[src/rtl/kplc_pkg.sv]
// Shared types and constants for the keypad PIN lock controller.
package kplc_pkg;

    localparam int PIN_LENGTH_DEF = 4;

    localparam int CFG_IDX_W  = 2;
    localparam int CFG_DATA_W = 8;

    typedef enum logic [CFG_IDX_W-1:0] {
        CFG_MAX_WRONG   = 2'd0,
        CFG_CLOSE_COUNT = 2'd1,
        CFG_NEAR_DIST   = 2'd2
    } cfg_idx_t;

    localparam logic [3:0] MAX_WRONG_RST   = 4'd3;
    localparam logic [7:0] CLOSE_COUNT_RST = 8'd50;
    localparam logic [7:0] NEAR_DIST_RST   = 8'd100;

    localparam logic [7:0] KEY_ZERO = 8'd48;
    localparam logic [7:0] KEY_NINE = 8'd57;
    localparam logic [7:0] KEY_ONE  = 8'd49;
    localparam logic [7:0] KEY_TWO  = 8'd50;

    localparam logic [3:0] PIN_DIGIT_RST = 4'd1;
    localparam logic [3:0] WRONG_SAT     = 4'd15;
    localparam logic [7:0] SAMPLE_SAT    = 8'd255;

    localparam int S_DATA_W = 16;
    localparam int M_DATA_W = 24;

    typedef enum logic [3:0] {
        ST_IGNORED    = 4'd0,
        ST_MODE       = 4'd1,
        ST_DIGIT      = 4'd2,
        ST_OPENED     = 4'd3,
        ST_WRONG      = 4'd4,
        ST_ALARM_ON   = 4'd5,
        ST_ALARM_BAD  = 4'd6,
        ST_ALARM_OFF  = 4'd7,
        ST_VERIFIED   = 4'd8,
        ST_PIN_CHANGE = 4'd9,
        ST_PRESENCE   = 4'd10,
        ST_COUNTING   = 4'd11
    } status_t;

    typedef struct packed {
        logic [3:0] max_wrong_tries;
        logic [7:0] close_samples;
        logic [7:0] near_distance;
    } cfg_t;

    typedef struct packed {
        logic       func;
        logic [7:0] key_byte;
        logic [7:0] distance_sample;
    } item_t;

    typedef struct packed {
        status_t    status;
        logic       lock_open;
        logic       buzzer_on;
        logic [2:0] digits_entered;
        logic [3:0] wrong_tries;
        logic [7:0] close_progress;
    } res_t;

endpackage

[src/rtl/kplc_cfg.sv]
// Configuration register file for the keypad PIN lock controller.
module kplc_cfg
    import kplc_pkg::*;
(
    input  logic                  clk,
    input  logic                  rst_n,
    input  logic                  cfg_valid,
    output logic                  cfg_ready,
    input  logic [CFG_IDX_W-1:0]  cfg_index,
    input  logic [CFG_DATA_W-1:0] cfg_data,
    output cfg_t                  cfg
);

    logic [3:0] max_wrong_reg;
    logic [7:0] close_count_reg;
    logic [7:0] near_dist_reg;

    assign cfg_ready = 1'b1;

    always_ff @(posedge clk or negedge rst_n)
    begin
        if (!rst_n)
        begin
            max_wrong_reg   <= MAX_WRONG_RST;
            close_count_reg <= CLOSE_COUNT_RST;
            near_dist_reg   <= NEAR_DIST_RST;
        end
        else if (cfg_valid && cfg_ready)
        begin
            unique case (cfg_index)
                CFG_MAX_WRONG:   max_wrong_reg   <= cfg_data[3:0];
                CFG_CLOSE_COUNT: close_count_reg <= cfg_data;
                CFG_NEAR_DIST:   near_dist_reg   <= cfg_data;
                default:         ;
            endcase
        end
    end

    assign cfg.max_wrong_tries = max_wrong_reg;
    assign cfg.close_samples   = close_count_reg;
    assign cfg.near_distance   = near_dist_reg;

endmodule

[src/rtl/kplc_core.sv]
// Lock state machine: PIN entry, compare, change, alarm and close counting.
module kplc_core
    import kplc_pkg::*;
#(
    parameter int PIN_LENGTH = PIN_LENGTH_DEF
)
(
    input  logic  clk,
    input  logic  rst_n,
    input  logic  step_en,
    input  item_t item,
    input  cfg_t  cfg,
    output res_t  res
);

    localparam int CNT_W = (PIN_LENGTH > 1) ? $clog2(PIN_LENGTH) : 1;
    localparam logic [CNT_W-1:0] LAST_DIGIT = CNT_W'(PIN_LENGTH - 1);

    typedef enum logic [2:0] {
        MODE_MENU,
        MODE_ENTRY,
        MODE_CHG_VERIFY,
        MODE_CHG_NEW,
        MODE_ALARM,
        MODE_OPEN
    } mode_t;

    mode_t            mode_reg,      mode_next;
    logic [CNT_W-1:0] digit_cnt_reg, digit_cnt_next;
    logic [3:0]       wrong_cnt_reg, wrong_cnt_next;
    logic [7:0]       sample_cnt_reg, sample_cnt_next;

    logic [3:0] pin_reg   [PIN_LENGTH];
    logic [3:0] entry_reg [PIN_LENGTH];

    logic       is_digit;
    logic [3:0] digit;
    logic       last_digit;
    logic       match;
    logic [3:0] wrong_inc;
    logic [7:0] sample_inc;
    logic       wr_entry;
    logic       wr_pin;
    status_t    status;

    assign is_digit   = (item.key_byte >= KEY_ZERO) && (item.key_byte <= KEY_NINE);
    assign digit      = 4'(item.key_byte - KEY_ZERO);
    assign last_digit = (digit_cnt_reg == LAST_DIGIT);
    assign wrong_inc  = (wrong_cnt_reg < WRONG_SAT) ? wrong_cnt_reg + 4'd1 : wrong_cnt_reg;
    assign sample_inc = (sample_cnt_reg < SAMPLE_SAT) ? sample_cnt_reg + 8'd1 : sample_cnt_reg;

    // Compare against the buffer as it stands once the current digit is in.
    always_comb
    begin
        match = 1'b1;
        for (int k = 0; k < PIN_LENGTH; k++)
        begin
            if (digit_cnt_reg == CNT_W'(k))
            begin
                if (digit != pin_reg[k])
                    match = 1'b0;
            end
            else if (entry_reg[k] != pin_reg[k])
            begin
                match = 1'b0;
            end
        end
    end

    always_comb
    begin
        mode_next       = mode_reg;
        digit_cnt_next  = digit_cnt_reg;
        wrong_cnt_next  = wrong_cnt_reg;
        sample_cnt_next = sample_cnt_reg;
        wr_entry        = 1'b0;
        wr_pin          = 1'b0;
        status          = ST_IGNORED;

        if (item.func)
        begin
            if (mode_reg == MODE_OPEN)
            begin
                if (item.distance_sample < cfg.near_distance)
                begin
                    sample_cnt_next = '0;
                    status          = ST_PRESENCE;
                end
                else
                begin
                    status = ST_COUNTING;
                    if (sample_inc >= cfg.close_samples)
                    begin
                        sample_cnt_next = '0;
                        mode_next       = MODE_MENU;
                    end
                    else
                    begin
                        sample_cnt_next = sample_inc;
                    end
                end
            end
        end
        else if (is_digit)
        begin
            unique case (mode_reg)
                MODE_MENU:
                begin
                    if (item.key_byte == KEY_ONE)
                    begin
                        mode_next      = MODE_ENTRY;
                        digit_cnt_next = '0;
                        status         = ST_MODE;
                    end
                    else if (item.key_byte == KEY_TWO)
                    begin
                        mode_next      = MODE_CHG_VERIFY;
                        digit_cnt_next = '0;
                        status         = ST_MODE;
                    end
                end
                MODE_CHG_NEW:
                begin
                    wr_pin = 1'b1;
                    if (last_digit)
                    begin
                        digit_cnt_next = '0;
                        mode_next      = MODE_MENU;
                        status         = ST_PIN_CHANGE;
                    end
                    else
                    begin
                        digit_cnt_next = digit_cnt_reg + 1'b1;
                        status         = ST_DIGIT;
                    end
                end
                MODE_ENTRY, MODE_CHG_VERIFY, MODE_ALARM:
                begin
                    wr_entry = 1'b1;
                    if (!last_digit)
                    begin
                        digit_cnt_next = digit_cnt_reg + 1'b1;
                        status         = ST_DIGIT;
                    end
                    else
                    begin
                        digit_cnt_next = '0;
                        priority if (mode_reg == MODE_ALARM)
                        begin
                            if (match)
                            begin
                                wrong_cnt_next = '0;
                                mode_next      = MODE_MENU;
                                status         = ST_ALARM_OFF;
                            end
                            else
                            begin
                                status = ST_ALARM_BAD;
                            end
                        end
                        else if (match && mode_reg == MODE_CHG_VERIFY)
                        begin
                            mode_next = MODE_CHG_NEW;
                            status    = ST_VERIFIED;
                        end
                        else if (match)
                        begin
                            wrong_cnt_next  = '0;
                            sample_cnt_next = '0;
                            mode_next       = MODE_OPEN;
                            status          = ST_OPENED;
                        end
                        else
                        begin
                            wrong_cnt_next = wrong_inc;
                            if (wrong_inc >= cfg.max_wrong_tries)
                            begin
                                mode_next = MODE_ALARM;
                                status    = ST_ALARM_ON;
                            end
                            else
                            begin
                                mode_next = MODE_MENU;
                                status    = ST_WRONG;
                            end
                        end
                    end
                end
                default: ;
            endcase
        end
    end

    always_ff @(posedge clk or negedge rst_n)
    begin
        if (!rst_n)
        begin
            mode_reg       <= MODE_MENU;
            digit_cnt_reg  <= '0;
            wrong_cnt_reg  <= '0;
            sample_cnt_reg <= '0;
            for (int k = 0; k < PIN_LENGTH; k++)
                pin_reg[k] <= PIN_DIGIT_RST;
        end
        else if (step_en)
        begin
            mode_reg       <= mode_next;
            digit_cnt_reg  <= digit_cnt_next;
            wrong_cnt_reg  <= wrong_cnt_next;
            sample_cnt_reg <= sample_cnt_next;
            if (wr_pin)
                pin_reg[digit_cnt_reg] <= digit;
        end
    end

    always_ff @(posedge clk)
    begin
        if (step_en && wr_entry)
            entry_reg[digit_cnt_reg] <= digit;
    end

    assign res.status         = status;
    assign res.lock_open      = (mode_next == MODE_OPEN);
    assign res.buzzer_on      = (mode_next == MODE_ALARM);
    assign res.digits_entered = 3'(digit_cnt_next);
    assign res.wrong_tries    = wrong_cnt_next;
    assign res.close_progress = sample_cnt_next;

    a_cnt_range: assert property (@(posedge clk) disable iff (!rst_n)
        digit_cnt_reg <= LAST_DIGIT)
        else $error("digit count past PIN length");

    a_hold_idle: assert property (@(posedge clk) disable iff (!rst_n)
        !step_en |=> $stable(mode_reg) && $stable(wrong_cnt_reg) && $stable(sample_cnt_reg))
        else $error("state moved without a beat");

    a_nondigit: assert property (@(posedge clk) disable iff (!rst_n)
        step_en && !item.func && !is_digit |=> $stable(mode_reg) && $stable(digit_cnt_reg))
        else $error("non-digit key changed state");

    a_sample_open: assert property (@(posedge clk) disable iff (!rst_n)
        sample_cnt_reg != '0 |-> mode_reg == MODE_OPEN)
        else $error("close count running while not open");

endmodule

[src/rtl/keypad_pin_lock_controller.sv]
// Path: input register, then result register; one item per cycle while m_tready keeps up.
// The state update is a single pass from the input register.
// The input register drains whenever the result register is empty or being taken.
// Reset: asynchronous, active low; menu mode, PIN all ones, counters zero, lock closed,
// alarm off, configuration back to 3 / 50 / 100.
module keypad_pin_lock_controller
    import kplc_pkg::*;
#(
    parameter int PIN_LENGTH = PIN_LENGTH_DEF
)
(
    input  logic                  clk,
    input  logic                  rst_n,
    input  logic                  s_tvalid,
    output logic                  s_tready,
    input  logic [S_DATA_W-1:0]   s_tdata,  // key_byte[7:0], distance_sample[15:8]
    input  logic                  s_tuser,  // func[0]
    output logic                  m_tvalid,
    input  logic                  m_tready,
    output logic [M_DATA_W-1:0]   m_tdata,  // status[3:0], lock_open[4], buzzer_on[5],
                                            // digits_entered[8:6], wrong_tries[12:9],
                                            // close_progress[20:13], zero[23:21]
    input  logic                  cfg_valid,
    output logic                  cfg_ready,
    input  logic [CFG_IDX_W-1:0]  cfg_index,
    input  logic [CFG_DATA_W-1:0] cfg_data
);

    cfg_t  cfg;
    item_t in_item_reg;
    logic  in_valid_reg;
    res_t  res;
    res_t  out_res_reg;
    logic  out_valid_reg;
    logic  advance;

    assign advance  = in_valid_reg && (!out_valid_reg || m_tready);
    assign s_tready = !in_valid_reg || advance;

    kplc_cfg u_cfg (
        .clk       (clk),
        .rst_n     (rst_n),
        .cfg_valid (cfg_valid),
        .cfg_ready (cfg_ready),
        .cfg_index (cfg_index),
        .cfg_data  (cfg_data),
        .cfg       (cfg)
    );

    kplc_core #(
        .PIN_LENGTH (PIN_LENGTH)
    ) u_core (
        .clk     (clk),
        .rst_n   (rst_n),
        .step_en (advance),
        .item    (in_item_reg),
        .cfg     (cfg),
        .res     (res)
    );

    always_ff @(posedge clk or negedge rst_n)
    begin
        if (!rst_n)
        begin
            in_valid_reg  <= 1'b0;
            out_valid_reg <= 1'b0;
        end
        else
        begin
            if (s_tready)
                in_valid_reg <= s_tvalid;
            if (advance)
                out_valid_reg <= 1'b1;
            else if (m_tready)
                out_valid_reg <= 1'b0;
        end
    end

    // Payload registers: the input loads on accept, the result on advance; both hold otherwise.
    always_ff @(posedge clk)
    begin
        if (s_tvalid && s_tready)
        begin
            in_item_reg.func            <= s_tuser;
            in_item_reg.key_byte        <= s_tdata[7:0];
            in_item_reg.distance_sample <= s_tdata[15:8];
        end
        if (advance)
            out_res_reg <= res;
    end

    assign m_tvalid = out_valid_reg;
    assign m_tdata  = {3'b000,
                       out_res_reg.close_progress,
                       out_res_reg.wrong_tries,
                       out_res_reg.digits_entered,
                       out_res_reg.buzzer_on,
                       out_res_reg.lock_open,
                       out_res_reg.status};

endmodule

[config.mk]
export PLATFORM = sky130hd
export DESIGN_NAME = keypad_pin_lock_controller
export DESIGN_NICKNAME = d
export VERILOG_FILES = /design/src/rtl/kplc_pkg.sv /design/src/rtl/kplc_cfg.sv /design/src/rtl/kplc_core.sv /design/src/rtl/keypad_pin_lock_controller.sv
export SDC_FILE = /design/constraint.sdc
export NUM_CORES = 1
export LEC_CHECK = 0
export ABC_CLOCK_PERIOD_IN_PS = 5200
export BUFFER_PORTS_ARGS = -buffer_cell sky130_fd_sc_hd__buf_2
export CORE_MARGIN = 2
export CORE_UTILIZATION = 55
export DETAILED_ROUTE_END_ITERATION = 10
export GPL_ROUTABILITY_DRIVEN = 0
export PLACE_DENSITY_LB_ADDON = 0.05
export RECOVER_POWER = 100
export SYNTH_ARGS = -nofsm -noshare
export SYNTH_HDL_FRONTEND = slang
export SYNTH_HIERARCHICAL = 1
export SYNTH_SLANG_ARGS = --single-unit
[constraint.sdc]
create_clock -name clk -period 5.2 [get_ports clk]
set_clock_uncertainty 0.05 [all_clocks]
set_input_delay 0.52 -clock clk [delete_from_list [all_inputs] [get_ports clk]]
set_output_delay 0.52 -clock clk [all_outputs]
set_load 0.02 [all_outputs]
Word level (Yosys, flattened, before mapping)
Memories as Yosys holds them, arrays and structs flattened.
Index checks and enable logic that the tools add are counted.
W data, S select, Z words.
{"block": "op_classes", "n_addsub": 4, "magnitude_cmp": 9, "n_eq_ne": 22, "n_mux": 80, "bitwise": 1, "reduce_logical": 20}
{"cell": "$mux W8", "count": 11}
{"cell": "$mux W4", "count": 19}
{"cell": "$mux W3", "count": 14}
{"cell": "$ne A4 B4 Y1", "count": 8}
{"cell": "$mux W1", "count": 26}
{"cell": "$bwmux W16", "count": 1}
{"cell": "$eq A8 B6 Y1 const B", "count": 2}
{"cell": "$eq A3 B3 Y1 const B", "count": 4}
{"cell": "$pmux W4 S3", "count": 1}
{"cell": "$mux W2", "count": 5}
{"cell": "$pmux W3 S3", "count": 1}
{"cell": "$add A8 B1 Y8 const B", "count": 1}
{"cell": "$demux W4 S2", "count": 1}
{"cell": "$ge A8 B6 Y1 const B", "count": 1}
{"cell": "$ge A8 B8 Y1", "count": 1}
{"cell": "$le A8 B6 Y1 const B", "count": 1}
{"cell": "$lt A8 B8 Y1", "count": 1}
{"cell": "$lt A8 B8 Y1 const B", "count": 1}
{"cell": "$reduce_and A2 Y1", "count": 4}
{"cell": "$eq A2 B2 Y1 const B", "count": 3}
{"cell": "$eq A3 B2 Y1 const B", "count": 2}
{"cell": "$logic_and A1 B1 Y1", "count": 6}
{"cell": "$add A4 B1 Y4 const B", "count": 1}
{"cell": "$eq A2 B1 Y1 const B", "count": 2}
{"cell": "other kinds (16)", "count": 19}
{"block": "word_totals", "register_bits": 92, "mem_bits_rw": 16, "in_bits": 32, "out_inout_bits": 27, "mem_count": 1}
{"memory": "u_core.entry_reg", "words": 4, "word_bits": 4, "read_ports": 4, "rd_ports_with_merged_regs": 0, "wr": 1, "line_no": "kplc_core.sv:34", "rtl": "logic [3:0] entry_reg [PIN_LENGTH];"}

Depth between registers and ports, before layout
{"block": "logic_depth", "ltp_word": 18, "mapped_depth": 14, "depth_no_buf": 14}

Cells and area by module
The synthesis kept the hierarchy.
{"mod": "kplc_core", "instances": 1, "cells_per_inst": 397, "area_per_inst_um2": 3689.8, "seq_area_each_um2": 1311.3}
{"mod": "keypad_pin_lock_controller", "instances": 1, "cells_per_inst": 50, "area_per_inst_um2": 1271.2, "seq_area_each_um2": 1191.1}
{"mod": "kplc_cfg", "instances": 1, "cells_per_inst": 45, "area_per_inst_um2": 788.3, "seq_area_each_um2": 510.5}

Worst setup path before layout
OpenSTA, ideal clock, no wires.
{"block": "synth_timing", "path_kind": "reg2reg", "startpoint": "register u_core.sample_cnt_reg[1]", "endpoint": "register out_res_reg, in the netlist m_tdata[5] (data pin)", "arrival_time_ns": 3.115, "setup_slack_ns": 1.867, "path_stages_with_launch": 15, "period_less_slack_ns": 3.333, "path_cell_list": "dfrtp_1 -> ha_1 -> nand3_1 -> nor2_1 -> nand3_1 -> mux2i_1 -> inv_1 -> ha_1 -> nand2_1 -> o21ai_0 -> a41oi_1 -> o21ba_2 -> o311ai_0 -> o21ai_0 -> a211oi_1"}
{"item": "start, declared", "line_no": "kplc_core.sv:31", "rtl": "logic [7:0] sample_cnt_reg, sample_cnt_next;"}
{"item": "start signal, assigned", "line_no": "kplc_core.sv:210", "rtl": "sample_cnt_reg <= sample_cnt_next;"}
{"item": "end signal, assigned", "line_no": "keypad_pin_lock_controller.sv:89", "rtl": "out_res_reg <= res;"}
{"item": "end, declared", "line_no": "keypad_pin_lock_controller.sv:33", "rtl": "res_t out_res_reg;"}

Worst setup path in the final report
{"block": "layout_timing", "startpoint": "register in_item_reg[9] in the netlist's numbering", "endpoint": "register u_core.sample_cnt_reg[2]"}
{"block": "layout_between", "elab_chain_cells": 17, "elab_cells_between_ends": 27}
{"item": "start, declared", "line_no": "keypad_pin_lock_controller.sv:30", "rtl": "item_t in_item_reg;"}
{"item": "$sub A4 B1 Y4", "line_no": "kplc_core.sv:47", "rtl": "assign digit = 4'(item.key_byte - KEY_ZERO);"}
{"item": "$ne A4 B4 Y1", "line_no": "kplc_core.sv:60", "rtl": "if (digit != pin_reg[k])"}
{"item": "$mux W1", "line_no": "kplc_core.sv:60"}
{"item": "$mux W1", "line_no": "kplc_core.sv:58", "rtl": "if (digit_cnt_reg == CNT_W'(k))"}
{"item": "$mux W1 (on tied branches)", "line_no": "kplc_core.sv:63, kplc_core.sv:60"}
{"item": "$mux W1", "line_no": "kplc_core.sv:58"}
{"item": "$mux W1 (on tied branches)", "line_no": "kplc_core.sv:63, kplc_core.sv:60"}
{"item": "$mux W1", "line_no": "kplc_core.sv:58"}
{"item": "$mux W1 (on tied branches)", "line_no": "kplc_core.sv:63, kplc_core.sv:60"}
{"item": "$mux W1", "line_no": "kplc_core.sv:58"}
{"item": "$mux W8 or $logic_and A1 B1 Y1 (tied branches)", "line_no": "kplc_core.sv:166, kplc_core.sv:161"}
{"item": "$mux W8", "line_no": "kplc_core.sv:161", "rtl": "else if (match && mode_reg == MODE_CHG_VERIFY)"}
{"item": "$mux W8", "line_no": "kplc_core.sv:148", "rtl": "priority if (mode_reg == MODE_ALARM)"}
{"item": "$mux W8", "line_no": "kplc_core.sv:140", "rtl": "if (!last_digit)"}
{"item": "$mux W8", "line_no": "kplc_core.sv:106", "rtl": "unique case (mode_reg)"}
{"item": "$mux W8 (*)", "line_no": "kplc_core.sv:104", "rtl": "else if (is_digit)"}
{"item": "$mux W8 (*)", "line_no": "kplc_core.sv:80", "rtl": "if (item.func)"}
Every way passes the cells marked *; elsewhere a longest branch is shown, timed or not.
A chain may end at the register's enable or synchronous reset.

==> results.toml <==
[routing]
drc_errors = 0
met1Wirelength_um = 5150
firstDrtPassIters = 5
dr_wl_met2_um = 5203
top_layer = "met4"
postRouteWirelength_um = 11100
first_iter_violations = 164
ant_nets = 0
avgViaCountPerCell = 5.716
wire_per_inst_um = 16.23
met3_length_um = 567
via_count = 3910

[logic_synthesis]
synth_edf_count = 54
synthFlopType = "edfxtp_1"
yosysSeqAreaShare_pct = 52.40
synth_cells = 492
synth_compound_area_share_pct = 12.38
ys_types = 65
ys_warn_count = 6
synth.area.mux_share_pct = 7.856
synth_top_area_share_pct = 28.20
yosys.area_share.xor_xnor_pct = 5.637
syn_area_um2 = 5749
yosys-top-cells-area = "edfxtp_1 (28%), dfrtp_1 (19%), mux2_2 (6.5%)"
async_flop_share_pct = 50.46
synth_top_family_by_area = "compound AO/OA/AOI/OAI gates"
synthAdderAreaFrac_pct = 5.441
synth_common_cells = "edfxtp_1 (54), dfrtp_1 (43), nand2_1 (34)"
synth-simple-area-share_pct = 12.10
yosys.area.top_type = "edfxtp_1"
avgSynthCellArea_um2 = 11.69
yosysMostFrequentCell = "edfxtp_1"
ys_ff_latch = 109

[timing]
tightest_slew_ns = 3.166
drv_slew = 111
rsz0062_at_grt = "false"
fmax_mhz = 247.4
period_share_pct = 77.72
hold_violations = 0
fin_crit_ns = 4.042
setup_viol = 0
finalSetupTns_ns = 0
setup_ws_ns = 1.158
relSlewSlack_pct = -111.1

[hold_path]
hp-start = "s_tdata[9]"
min_path_type = "input port to flop"
hold_path_depth = 1
holdPathEnd = "in_item_reg[1]"

[grt]
grt_pass1_vias = 3847
antenna_found_initial = 0
track_usage_pct = 21.10
grt_pass1_wl_um = 18710
grt_max_degree = 56
gr-total-overflow = 0

[flow_run]
drv_cap = 3

[worst_setup_path]
worstPathCellList = "xor2_1 > nor4_1 > mux2i_1 > a2111oi_2 > a31o_2 > nand3_1 > a22o_1"
critPathSlowestCell = "a2111oi_2"
critical-path-top-delay-family = "compound AO/OA/AOI/OAI gates"
regToRegSetupSlack_ns = 1.16
critPathMaxStageDelay_ns = 1.52
reg2regPathDepth = 7
crit_arrival_ns = 4.26
critPathLaunch = "in_item_reg[9]"
startpoint_type = "flop"
r2r-end = "u_core/sample_cnt_reg[2]"
crit_buf_inv = 0
worstReg2RegStart = "in_item_reg[9]"
worst_ep_required_time_ns = 5.41
crit_path_max_fanout = 20
crit_type = "flop to flop"
cp-end-kind = "flop"

[cells_and_area]
largest_register_ffs = 21
n_fill_cell = 888
layout.nets = 600
syn_to_final_growth_pct = 7.943
n_antenna_cell = 0
drive_above_1_share_pct = 17.15

[floorplanning]
fp.dieArea_um2 = 11290
floorplan.core_area_um2 = 10230
fp-row-count = 37
pin_count = 59
initial_core_util_pct = 56.19
die_h_um = 106.2
fp.dieW_um = 106.2

[cts]
numCtsBuffers = 9
cts.hold.buffers_added = 0
cts_setup_buffers = 0
cts_resized = 0
clk_pin_slew_worst_paths_ns = 0.12
cts_tree = "done"
clk_latency_ns = 0.38
cts.htree.levels = 3
clk_path_buf_depth = 2
cts_sinks = 109
root_buffer = "clkbuf_8"

[pwr]
p_per_area_nw_per_um2 = 317.5
p_leak_uw = 0.002691
ir_drop_mv = 0.1692

[placement]
portBuffers = 54
pre_cts_ws_ns = 1.302
dp_hpwl_um = 8019

[outcome]
run_status = "complete, but fails checks"
violations = "max-capacitance violations, max-slew violations"
==> metrics by stage <==
step	hold WS (ns)	utilization, %	instance area (um^2)	total power (uW)	std cells
after detailed placement	0.4469	59.66	6103	1498	668
after CTS	0.2429	61.56	6299	2001	684
after global routing	0.2391	60.66	6206	2084	684
after floorplan	0.1744	-	5757	1374	494
after global placement	0.4389	59.66	6103	1483	668
final	0.2570	60.66	6206	1970	684
==> logic make-up (layout without fill, tap and decap cells) <==
kind of cell	count (synthesis)	count (layout)
fa+ha+maj	25	25
other cells	3	5
buf+inv	50	104
xor+xnor	37	37
simple gates	128	128
flops	109	109
mux	41	41
compound gates	99	99
==> per-layer routing <==
metal,GRT usage [%],vias to the layer above
met2,33.20,114
met1,29.70,1890
met3,3.188,16
met5,0,-
met4,7.989,0
li1,-,1890
==> power breakdown <==
group	leakage (uW)	switching [uW]	internal (uW)
clock	0.0000974	311	189
sequential	0.00120	66.0	1000
combinational	0.00140	247	156
total	0.00269	624	1350
==> layout make-up <==
class	instances	area, um^2	share of cell area, %
clock buffer	10	127.6	2.056
timing repair buffer	56	246.5	3.972
tap	136	170.2	2.742
multi-input combinational	335	2461	39.66
inverter	32	120.1	1.935
clock inverter	6	67.56	1.089
sequential	109	3013	48.55
==> layout by cell type, fill, tap and decap left out, drive strengths merged, types with 2 or more instances in the layout <==
master,instances
a21oi,10
mux2i,8
nor3b,2
a2111oi,2
nor2b,2
nor4,9
inv,35
o41ai,2
edfxtp,54
o211ai,2
nand3,13
nor3,13
or3,2
a22o,15
dfrtp,43
and2,7
mux2,33
a22oi,2
a221o,2
conb,5
nand3b,5
clkinv,3
a31oi,7
clkbuf,37
o2bb2ai,3
a21o,7
xnor2,5
ha,25
or2,2
o21ai,30
and3,3
a211o,2
dfstp,12
nor2,20
buf,29
nand2,34
nand2b,11
xor2,32
a41oi,2
==> how the worst max path moves through the flow <==
stage | end | slack [ns] | depth (start not counted)
after floorplan | m_tdata[5] | 1.87 | 14
after global placement | m_tdata[13] | 1.44 | 14
after detailed placement | m_tdata[13] | 1.30 | 14
after CTS | m_tdata[13] | 1.27 | 14
after global routing | m_tdata[4] | 0.82 | 7
final | u_core/sample_cnt_reg[2] | 1.16 | 7
Note: power is estimated with default switching activity, not from simulation.
